[src/rtl/pdlf_pkg.sv]
// ----------------------------------------------------------------------------
// PD line follower package
// Shared register map, configuration record and controller/datapath links.
// ----------------------------------------------------------------------------
package pdlf_pkg;

   localparam int CSR_ADDR_BITS = 5;
   localparam int CSR_DATA_BITS = 32;

   localparam int CENTER_BITS = 13;
   localparam int SCALE_BITS  = 13;
   localparam int GAIN_BITS   = 12;
   localparam int SPEED_BITS  = 10;
   localparam int LIMIT_BITS  = 9;

   localparam logic [2:0] REG_CENTER = 3'd0;
   localparam logic [2:0] REG_SCALE  = 3'd1;
   localparam logic [2:0] REG_KP     = 3'd2;
   localparam logic [2:0] REG_KD     = 3'd3;
   localparam logic [2:0] REG_BASE   = 3'd4;
   localparam logic [2:0] REG_LIMIT  = 3'd5;

   localparam logic [CENTER_BITS-1:0] CENTER_RESET = 13'd2500;
   localparam logic [SCALE_BITS-1:0]  SCALE_RESET  = 13'd2500;
   localparam logic [LIMIT_BITS-1:0]  LIMIT_RESET  = 9'd400;

   typedef struct packed {
      logic [CENTER_BITS-1:0] center;
      logic [SCALE_BITS-1:0]  scale;
      logic [GAIN_BITS-1:0]   kp;
      logic [GAIN_BITS-1:0]   kd;
      logic [SPEED_BITS-1:0]  base;
      logic [LIMIT_BITS-1:0]  limit;
   } cfg_type;

   typedef struct packed {
      logic capture;
      logic diff;
      logic mul_p;
      logic mul_d;
      logic setup;
      logic div_step;
      logic fix;
      logic load_out;
   } cmd_type;

   typedef struct packed {
      logic div_last;
   } sts_type;

endpackage

[src/rtl/pdlf_csr.sv]
// ----------------------------------------------------------------------------
// PD line follower register file
// Holds the six control registers behind a simple peripheral bus port.
// ----------------------------------------------------------------------------
module pdlf_csr (
   input  logic                                clock,
   input  logic                                reset,
   input  logic                                csr_psel,
   input  logic                                csr_penable,
   input  logic                                csr_pwrite,
   input  logic [pdlf_pkg::CSR_ADDR_BITS-1:0]  csr_paddr,
   input  logic [pdlf_pkg::CSR_DATA_BITS-1:0]  csr_pwdata,
   output logic [pdlf_pkg::CSR_DATA_BITS-1:0]  csr_prdata,
   output logic                                csr_pready,
   output pdlf_pkg::cfg_type                   cfg
);
   import pdlf_pkg::*;

   cfg_type    cfg_ff;
   cfg_type    cfg_in;
   logic       wr_en;
   logic [2:0] reg_idx;

   assign wr_en      = csr_psel && csr_penable && csr_pwrite;
   assign reg_idx    = csr_paddr[CSR_ADDR_BITS-1:2];
   assign csr_pready = 1'b1;
   assign cfg        = cfg_ff;

   always_comb begin
      cfg_in = cfg_ff;
      if (wr_en) begin
         case (reg_idx)
            REG_CENTER: cfg_in.center = csr_pwdata[CENTER_BITS-1:0];
            REG_SCALE:  cfg_in.scale  = csr_pwdata[SCALE_BITS-1:0];
            REG_KP:     cfg_in.kp     = csr_pwdata[GAIN_BITS-1:0];
            REG_KD:     cfg_in.kd     = csr_pwdata[GAIN_BITS-1:0];
            REG_BASE:   cfg_in.base   = csr_pwdata[SPEED_BITS-1:0];
            REG_LIMIT:  cfg_in.limit  = csr_pwdata[LIMIT_BITS-1:0];
            default:    cfg_in        = cfg_ff;
         endcase
      end
   end

   always_ff @(posedge clock) begin
      if (reset) begin
         cfg_ff.center <= CENTER_RESET;
         cfg_ff.scale  <= SCALE_RESET;
         cfg_ff.kp     <= '0;
         cfg_ff.kd     <= '0;
         cfg_ff.base   <= '0;
         cfg_ff.limit  <= LIMIT_RESET;
      end else begin
         cfg_ff <= cfg_in;
      end
   end

   always_comb begin
      case (reg_idx)
         REG_CENTER: csr_prdata = CSR_DATA_BITS'(cfg_ff.center);
         REG_SCALE:  csr_prdata = CSR_DATA_BITS'(cfg_ff.scale);
         REG_KP:     csr_prdata = CSR_DATA_BITS'(cfg_ff.kp);
         REG_KD:     csr_prdata = CSR_DATA_BITS'(cfg_ff.kd);
         REG_BASE:   csr_prdata = CSR_DATA_BITS'(cfg_ff.base);
         REG_LIMIT:  csr_prdata = CSR_DATA_BITS'(cfg_ff.limit);
         default:    csr_prdata = '0;
      endcase
   end

endmodule

[src/rtl/pdlf_datapath.sv]
// ----------------------------------------------------------------------------
// PD line follower datapath
// Error, shared-step multiply-accumulate, restoring divider and drive clamp.
// ----------------------------------------------------------------------------
module pdlf_datapath #(
   parameter int POSITION_BITS = 13
) (
   input  logic                            clock,
   input  logic                            reset,
   input  pdlf_pkg::cmd_type               cmd,
   output pdlf_pkg::sts_type               sts,
   input  pdlf_pkg::cfg_type               cfg,
   input  logic [POSITION_BITS-1:0]        position,
   output logic [pdlf_pkg::SPEED_BITS-1:0] left_drive,
   output logic [pdlf_pkg::SPEED_BITS-1:0] right_drive
);
   import pdlf_pkg::*;

   localparam int EW = ((POSITION_BITS > CENTER_BITS) ? POSITION_BITS : CENTER_BITS) + 1;
   localparam int DW = EW + 1;
   localparam int PW = EW + GAIN_BITS + 1;
   localparam int NW = EW + GAIN_BITS + 2;
   localparam int MW = NW - 1;
   localparam int SW = NW + 1;
   localparam int CW = $clog2(MW);

   logic [POSITION_BITS-1:0] pos_ff;
   logic signed [EW-1:0]     err_ff, last_ff;
   logic signed [EW-1:0]     err_in;
   logic signed [DW-1:0]     derr_ff;
   logic signed [PW-1:0]     prod_p;
   logic signed [NW-1:0]     prod_d;
   logic signed [NW-1:0]     num_ff;
   logic [NW-1:0]            num_abs;
   logic                     neg_ff;
   logic [MW-1:0]            quo_ff;
   logic [SCALE_BITS-1:0]    rem_ff;
   logic [SCALE_BITS-1:0]    div_ff;
   logic [SCALE_BITS:0]      rem_shift;
   logic [SCALE_BITS:0]      rem_diff;
   logic                     q_bit;
   logic [CW-1:0]            cnt_ff;
   logic signed [NW-1:0]     adj_ff;
   logic signed [SW-1:0]     base_ext, adj_ext, lim_ext;
   logic signed [SW-1:0]     left_sum, right_sum;
   logic [SPEED_BITS-1:0]    left_ff, right_ff;
   logic [SPEED_BITS-1:0]    left_in, right_in;

   assign err_in = $signed({{(EW-POSITION_BITS){1'b0}}, pos_ff})
                 - $signed({{(EW-CENTER_BITS){1'b0}}, cfg.center});

   assign prod_p = $signed({1'b0, cfg.kp}) * err_ff;
   assign prod_d = $signed({1'b0, cfg.kd}) * derr_ff;

   assign num_abs   = num_ff[NW-1] ? NW'(-num_ff) : NW'(num_ff);
   assign rem_shift = {rem_ff, quo_ff[MW-1]};
   assign rem_diff  = rem_shift - {1'b0, div_ff};
   assign q_bit     = !rem_diff[SCALE_BITS];

   assign sts.div_last = (cnt_ff == CW'(MW - 1));

   assign base_ext  = SW'($signed(cfg.base));
   assign adj_ext   = SW'(adj_ff);
   assign lim_ext   = $signed({{(SW-LIMIT_BITS){1'b0}}, cfg.limit});
   assign left_sum  = base_ext + adj_ext;
   assign right_sum = base_ext - adj_ext;

   always_comb begin
      if (left_sum > lim_ext) begin
         left_in = SPEED_BITS'(lim_ext);
      end else if (left_sum < -lim_ext) begin
         left_in = SPEED_BITS'(-lim_ext);
      end else begin
         left_in = SPEED_BITS'(left_sum);
      end
      if (right_sum > lim_ext) begin
         right_in = SPEED_BITS'(lim_ext);
      end else if (right_sum < -lim_ext) begin
         right_in = SPEED_BITS'(-lim_ext);
      end else begin
         right_in = SPEED_BITS'(right_sum);
      end
   end

   always_ff @(posedge clock) begin
      if (reset) begin
         last_ff <= '0;
      end else if (cmd.diff) begin
         last_ff <= err_in;
      end
   end

   always_ff @(posedge clock) begin
      if (cmd.capture) begin
         pos_ff <= position;
      end
      if (cmd.diff) begin
         err_ff  <= err_in;
         derr_ff <= DW'(err_in) - DW'(last_ff);
      end
      if (cmd.mul_p) begin
         num_ff <= NW'(prod_p);
      end
      if (cmd.mul_d) begin
         num_ff <= num_ff + prod_d;
      end
      if (cmd.setup) begin
         neg_ff <= num_ff[NW-1];
         quo_ff <= num_abs[MW-1:0];
         rem_ff <= '0;
         div_ff <= (cfg.scale == '0) ? SCALE_BITS'(1) : cfg.scale;
         cnt_ff <= '0;
      end
      if (cmd.div_step) begin
         rem_ff <= q_bit ? rem_diff[SCALE_BITS-1:0] : rem_shift[SCALE_BITS-1:0];
         quo_ff <= {quo_ff[MW-2:0], q_bit};
         cnt_ff <= cnt_ff + CW'(1);
      end
      if (cmd.fix) begin
         adj_ff <= neg_ff ? -$signed({1'b0, quo_ff}) : $signed({1'b0, quo_ff});
      end
      if (cmd.load_out) begin
         left_ff  <= left_in;
         right_ff <= right_in;
      end
   end

   assign left_drive  = left_ff;
   assign right_drive = right_ff;

endmodule

[src/rtl/pdlf_ctrl.sv]
// ----------------------------------------------------------------------------
// PD line follower controller
// Sequences one item through the datapath and owns the result handshake.
// ----------------------------------------------------------------------------
module pdlf_ctrl (
   input  logic              clock,
   input  logic              reset,
   input  logic              in_valid,
   output logic              in_ready,
   output logic              out_valid,
   input  logic              out_ready,
   output pdlf_pkg::cmd_type cmd,
   input  pdlf_pkg::sts_type sts
);
   import pdlf_pkg::*;

   typedef enum logic [2:0] {
      ST_IDLE,
      ST_DIFF,
      ST_MULP,
      ST_MULD,
      ST_SETUP,
      ST_DIV,
      ST_FIX,
      ST_DONE
   } state_type;

   state_type state_ff, state_in;
   logic      out_valid_ff, out_valid_in;
   logic      out_free;

   assign out_free  = !out_valid_ff || out_ready;
   assign in_ready  = (state_ff == ST_IDLE);
   assign out_valid = out_valid_ff;

   always_comb begin
      cmd          = '0;
      state_in     = state_ff;
      out_valid_in = out_valid_ff && !out_ready;
      case (state_ff)
         ST_IDLE: begin
            if (in_valid) begin
               cmd.capture = 1'b1;
               state_in    = ST_DIFF;
            end
         end
         ST_DIFF: begin
            cmd.diff = 1'b1;
            state_in = ST_MULP;
         end
         ST_MULP: begin
            cmd.mul_p = 1'b1;
            state_in  = ST_MULD;
         end
         ST_MULD: begin
            cmd.mul_d = 1'b1;
            state_in  = ST_SETUP;
         end
         ST_SETUP: begin
            cmd.setup = 1'b1;
            state_in  = ST_DIV;
         end
         ST_DIV: begin
            cmd.div_step = 1'b1;
            if (sts.div_last) begin
               state_in = ST_FIX;
            end
         end
         ST_FIX: begin
            cmd.fix  = 1'b1;
            state_in = ST_DONE;
         end
         ST_DONE: begin
            if (out_free) begin
               cmd.load_out = 1'b1;
               out_valid_in = 1'b1;
               state_in     = ST_IDLE;
            end
         end
         default: begin
            state_in = ST_IDLE;
         end
      endcase
   end

   always_ff @(posedge clock) begin
      if (reset) begin
         state_ff     <= ST_IDLE;
         out_valid_ff <= 1'b0;
      end else begin
         state_ff     <= state_in;
         out_valid_ff <= out_valid_in;
      end
   end

endmodule

[src/rtl/pd_line_follow_drive_core.sv]
// ----------------------------------------------------------------------------
// PD line follower drive core
// Turns line-sensor positions into saturated left and right wheel speeds.
// ----------------------------------------------------------------------------
// One sensor position is taken at a time: a new position is accepted only
// once the previous one has gone through capture, error, both multiplies,
// divider setup, division, sign fix and output load. The restoring divider
// produces one quotient bit per cycle. A finished result sits in an output
// register, so a new position is accepted while the previous result waits.
// The drives come out as two's complement speeds packed into rsp_tdata.
module pd_line_follow_drive_core #(
   parameter int POSITION_BITS = 13
) (
   input  logic                                clock,
   input  logic                                reset,
   input  logic                                req_tvalid,
   output logic                                req_tready,
   // [POSITION_BITS-1:0] sensed_position, remaining bits ignored
   input  logic [((POSITION_BITS+7)/8)*8-1:0]  req_tdata,
   output logic                                rsp_tvalid,
   input  logic                                rsp_tready,
   // [9:0] left_drive, [19:10] right_drive, [23:20] zero
   output logic [23:0]                         rsp_tdata,
   input  logic                                csr_psel,
   input  logic                                csr_penable,
   input  logic                                csr_pwrite,
   input  logic [pdlf_pkg::CSR_ADDR_BITS-1:0]  csr_paddr,
   input  logic [pdlf_pkg::CSR_DATA_BITS-1:0]  csr_pwdata,
   output logic [pdlf_pkg::CSR_DATA_BITS-1:0]  csr_prdata,
   output logic                                csr_pready
);
   import pdlf_pkg::*;

   cfg_type               cfg;
   cmd_type               cmd;
   sts_type               sts;
   logic [SPEED_BITS-1:0] left_drive, right_drive;

   pdlf_csr u_csr (
      .clock       (clock),
      .reset       (reset),
      .csr_psel    (csr_psel),
      .csr_penable (csr_penable),
      .csr_pwrite  (csr_pwrite),
      .csr_paddr   (csr_paddr),
      .csr_pwdata  (csr_pwdata),
      .csr_prdata  (csr_prdata),
      .csr_pready  (csr_pready),
      .cfg         (cfg)
   );

   pdlf_ctrl u_ctrl (
      .clock     (clock),
      .reset     (reset),
      .in_valid  (req_tvalid),
      .in_ready  (req_tready),
      .out_valid (rsp_tvalid),
      .out_ready (rsp_tready),
      .cmd       (cmd),
      .sts       (sts)
   );

   pdlf_datapath #(
      .POSITION_BITS (POSITION_BITS)
   ) u_datapath (
      .clock       (clock),
      .reset       (reset),
      .cmd         (cmd),
      .sts         (sts),
      .cfg         (cfg),
      .position    (req_tdata[POSITION_BITS-1:0]),
      .left_drive  (left_drive),
      .right_drive (right_drive)
   );

   assign rsp_tdata = {4'b0000, right_drive, left_drive};

endmodule

[config.mk]
export PLATFORM = sky130hd
export DESIGN_NAME = pd_line_follow_drive_core
export DESIGN_NICKNAME = d
export VERILOG_FILES = /design/src/rtl/pdlf_pkg.sv /design/src/rtl/pdlf_csr.sv /design/src/rtl/pdlf_datapath.sv /design/src/rtl/pdlf_ctrl.sv /design/src/rtl/pd_line_follow_drive_core.sv
export SDC_FILE = /design/constraint.sdc
export NUM_CORES = 2
export LEC_CHECK = 0
export ABC_AREA = 1
export BUFFER_PORTS_ARGS = -buffer_cell sky130_fd_sc_hd__buf_2
export CAP_MARGIN = 10
export CORE_UTILIZATION = 55
export DETAILED_ROUTE_END_ITERATION = 8
export PLACE_DENSITY_LB_ADDON = 0.25
export SYNTH_ARGS = -nofsm -noshare
export SYNTH_HDL_FRONTEND = slang
export SYNTH_SLANG_ARGS = --single-unit
[constraint.sdc]
create_clock -name clock -period 8.35 [get_ports clock]
set_clock_uncertainty 0.05 [all_clocks]
set_input_delay 0.835 -clock clock [delete_from_list [all_inputs] [get_ports clock]]
set_output_delay 0.835 -clock clock [all_outputs]
set_load 0.02 [all_outputs]
==> results.yml <==
logic_synthesis:
  synth_mux_area_share_pct: 0
  synthArstFlopShare_pct: 0
  syn_area_per_cell_um2: 7.63
  synth_edf_count: 177
  synthSimpleGateAreaFrac_pct: 19.6
  ys_seq_area_share_pct: 20.6
  syn_inst: 4486
  synth_flop_cell: "edfxtp_1"
  yosys_warnings: 0
  ys_ff_latch: 264
  netlist_area_um2: 34200
  synth_compound_area_share_pct: 10.3
  synth_top_family_by_area: "adder cells"
  synth.distinct_cells: 61
  synthAdderAreaFrac_pct: 32.1
  synth-xor-area-share_pct: 3.57
detailed_routing:
  drtPass1Iterations: 6
  ant_nets: 0
  drc_errors: 0
  num_vias: 28500
  viasPerCell: 5.37
  drtIter0Drc: 2085
  post_drt_wl_per_cell_um: 17.1
  drt-total-wl_um: 90600
power:
  power.switching_mw: 1.35
  p_int_mw: 2.63
  p_comb_share_pct: 23.3
  switching_share_pct: 33.8
  clkPwrFrac_pct: 34.7
  fin_total_pwr_mw: 3.98
  power_leakage_nw: 19.4
  max-vdd-ir-drop_mv: 0.184
  power_frac_seq_pct: 42.0
  power.density_nw_per_um2: 110
place:
  post_dp_cell_area_um2: 35000
  place_ws_ns: 1.67
  port_buffers: 70
  gp_congestion: 0.995
  hpwl_um: 74500
die:
  core_um2: 61600
  initial_utilization_pct: 55.6
  floorplan.rows: 91
  ios: 119
  dieArea_um2: 63200
  die_h_um: 251
  fp.dieW_um: 251
worst_setup_path:
  crit_chain: "nand2_1 -> inv_1 -> fa_1 -> inv_1 -> fa_1 -> inv_1 -> fa_1 -> fa_1 -> inv_1 -> fa_1 -> inv_1 -> ha_1 -> a21oi_1 -> o21ai_0 -> inv_1 -> nor2_1 -> nor2_1 -> nand3_1 -> nand3_1 -> nand2_1 -> nand3_1 -> nand2_1 -> o21ai_0 -> o21ai_0"
  path_buf_inv: 6
  crit_path_end_kind: "flop"
  critPathKind: "flop to flop"
  cp_common_cell: "inv_1"
  crit_slowest_cell: "fa_1"
  cp.arrival_ns: 7.06
  critPathMaxStageDelay_ns: 0.89
  crit_family: "adder cells"
  worstPathMaxFanout: 12
  critPathLaunchType: "flop"
  critPathRequiredTime_ns: 8.59
global_routing:
  grt_max_degree: 73
  grt_pass1_wl_um: 147000
  antenna_found_initial: 1
  overflow: 0
  grt_pass1_vias: 28700
  grt_use_total_pct: 29.4
layout:
  fin_nets: 5175
  antenna_cells: 0
  syn_to_final_growth_pct: 5.29
  multi_input_area_um2: 22500
  layout-drive-gt1-share_pct: 6.10
  num-fill-cells: 5734
  regArea_um2: 7060
  final_area_um2: 36000
clock_network:
  cts-root-buf: "clkbuf_16"
  cts_resized: 0
  path_clk_slew_ns: 0.06
  ctsHoldBuffers: 0
  clockBufferDepth: 3
  cts-htree-levels: 1
  tritoncts: "built"
  cts_setup_buffers: 0
  clock_sinks: 264
  numCtsBuffers: 30
  insertion_delay_ns: 0.61
timing:
  tightest_slew_ns: 1.17
  fin_crit_ns: 6.81
  finalWorstSetupSlack_ns: 1.54
  fin_crit_sh_pct: 81.6
  hold_violations: 0
  slew_viol_final: 0
  fmax_mhz: 147
  rsz0062_at_grt: "false"
  maxSlewHeadroom_pct: 21.4
  setup_viol: 0
  finalSetupTns_ns: 0
min_path:
  hp-class: "input port to flop"
status:
  outcome: "completed"
job:
  cap_viol_max_count: 0
## cells in the mapped netlist (15+ instances only)
library cell / count / area [um2]
nand3_1: 135 / 676
clkbuf_1: 135 / 507
nand2_1: 974 / 3660
xnor2_1: 32 / 280
inv_1: 989 / 3710
ha_1: 311 / 3890
buf_4: 31 / 233
xor2_1: 102 / 893
nor2_1: 268 / 1010
nor2_2: 31 / 194
fa_1: 354 / 7090
o211ai_1: 15 / 113
edfxtp_1: 177 / 5320
dfxtp_1: 87 / 1740
inv_2: 27 / 101
nand2_2: 21 / 131
a21oi_1: 253 / 1270
nor3_1: 36 / 180
o21ai_0: 252 / 1260
nand4_1: 53 / 332
## cell families (layout without fill, tap and decap cells)
family          after synthesis  in the layout
flops                       264            264
buf+inv                    1208           1174
xor+xnor                    137            137
simple gates               1576           1576
fa+ha+maj                   665            665
other cells                   2             24
compound gates              634            634
## worst reg2reg max path, delay by kind of cell (launching register included)
kind	cells	cell delay, ns
flip-flops	1	0.60
AO/OA/AOI/OAI	4	0.93
adder cells (fa/ha/maj)	6	3.43
AND/OR/NAND/NOR	8	0.83
buffers and inverters	6	0.64
## final timing paths
check	to	slack (ns)	depth (start not counted)	from
setup / recovery	u_datapath.num_ff[27]	1.54	24	u_datapath.err_ff[13]
hold / removal	u_datapath.pos_ff[12]	0.34	1	req_tdata[12]
setup reg to reg	u_datapath.num_ff[27]	1.54	24	u_datapath.err_ff[13]
hold reg to reg	u_datapath.adj_ff[0]	0.38	0	u_datapath.quo_ff[0]
## cell type report
cell class	instances	area share (%)
clock buffer	43	2.38
clock inverter	13	0.462
inverter	1025	10.7
multi-input combinational	3036	62.5
sequential	264	19.6
tap	837	2.91
timing repair buffer	93	1.45
## state kept, by name (all words and copies together), names as in the netlist, 3 cells and up
name,cells
u_datapath.derr_ff,15
u_ctrl.state_ff,3
u_datapath.last_ff,14
u_datapath.cnt_ff,5
u_datapath.pos_ff,13
u_datapath.rem_ff,13
u_datapath.left_drive,10
u_datapath.quo_ff,27
u_datapath.err_ff,14
u_csr.cfg,69
u_datapath.right_drive,10
u_datapath.adj_ff,28
u_datapath.num_ff,28
u_datapath.div_ff,13
## cell usage in the layout, fill, tap and decap left out, drive strengths merged, types with 32 or more instances in the layout
master  synthesis  routed
inv          1016    1018
nand2         997     997
fa            354     354
ha            311     311
nor2          307     307
a21oi         261     261
o21ai         260     260
edfxtp        177     177
nand3         146     146
xor2          105     105
buf            48      93
dfxtp          87      87
nand4          53      53
clkbuf        135      43
nor3           42      42
xnor2          32      32
## power groups by stage
stage                     combinational (mW)  sequential (mW)  clock, mW
after floorplan                        0.749             1.57          0
after CTS                              0.924             1.67       1.39
after global routing                    1.05             1.68       1.44
after global placement                 0.899             1.69          0
after detailed placement               0.916             1.69          0
final                                  0.928             1.67       1.38
## routing by layer
metal  vias to the layer above  track usage [%]  share of wire [%]
li1                      13800                -                  -
met1                     13600             34.9                 40
met2                       927             52.8                 49
met3                       252             3.40                6.0
met4                         2             13.6                4.9
met5                         -                0              0.014
## per-stage QoR
stage	utilization, %	instances	hold WS, ns
after floorplan	-	4508	0.376
after global placement	56.8	5255	0.370
after detailed placement	56.8	5255	0.371
after CTS	58.5	5311	0.324
after global routing	58.5	5311	0.335
final	58.5	5311	0.343
Note: power is estimated with default switching activity, not from simulation.
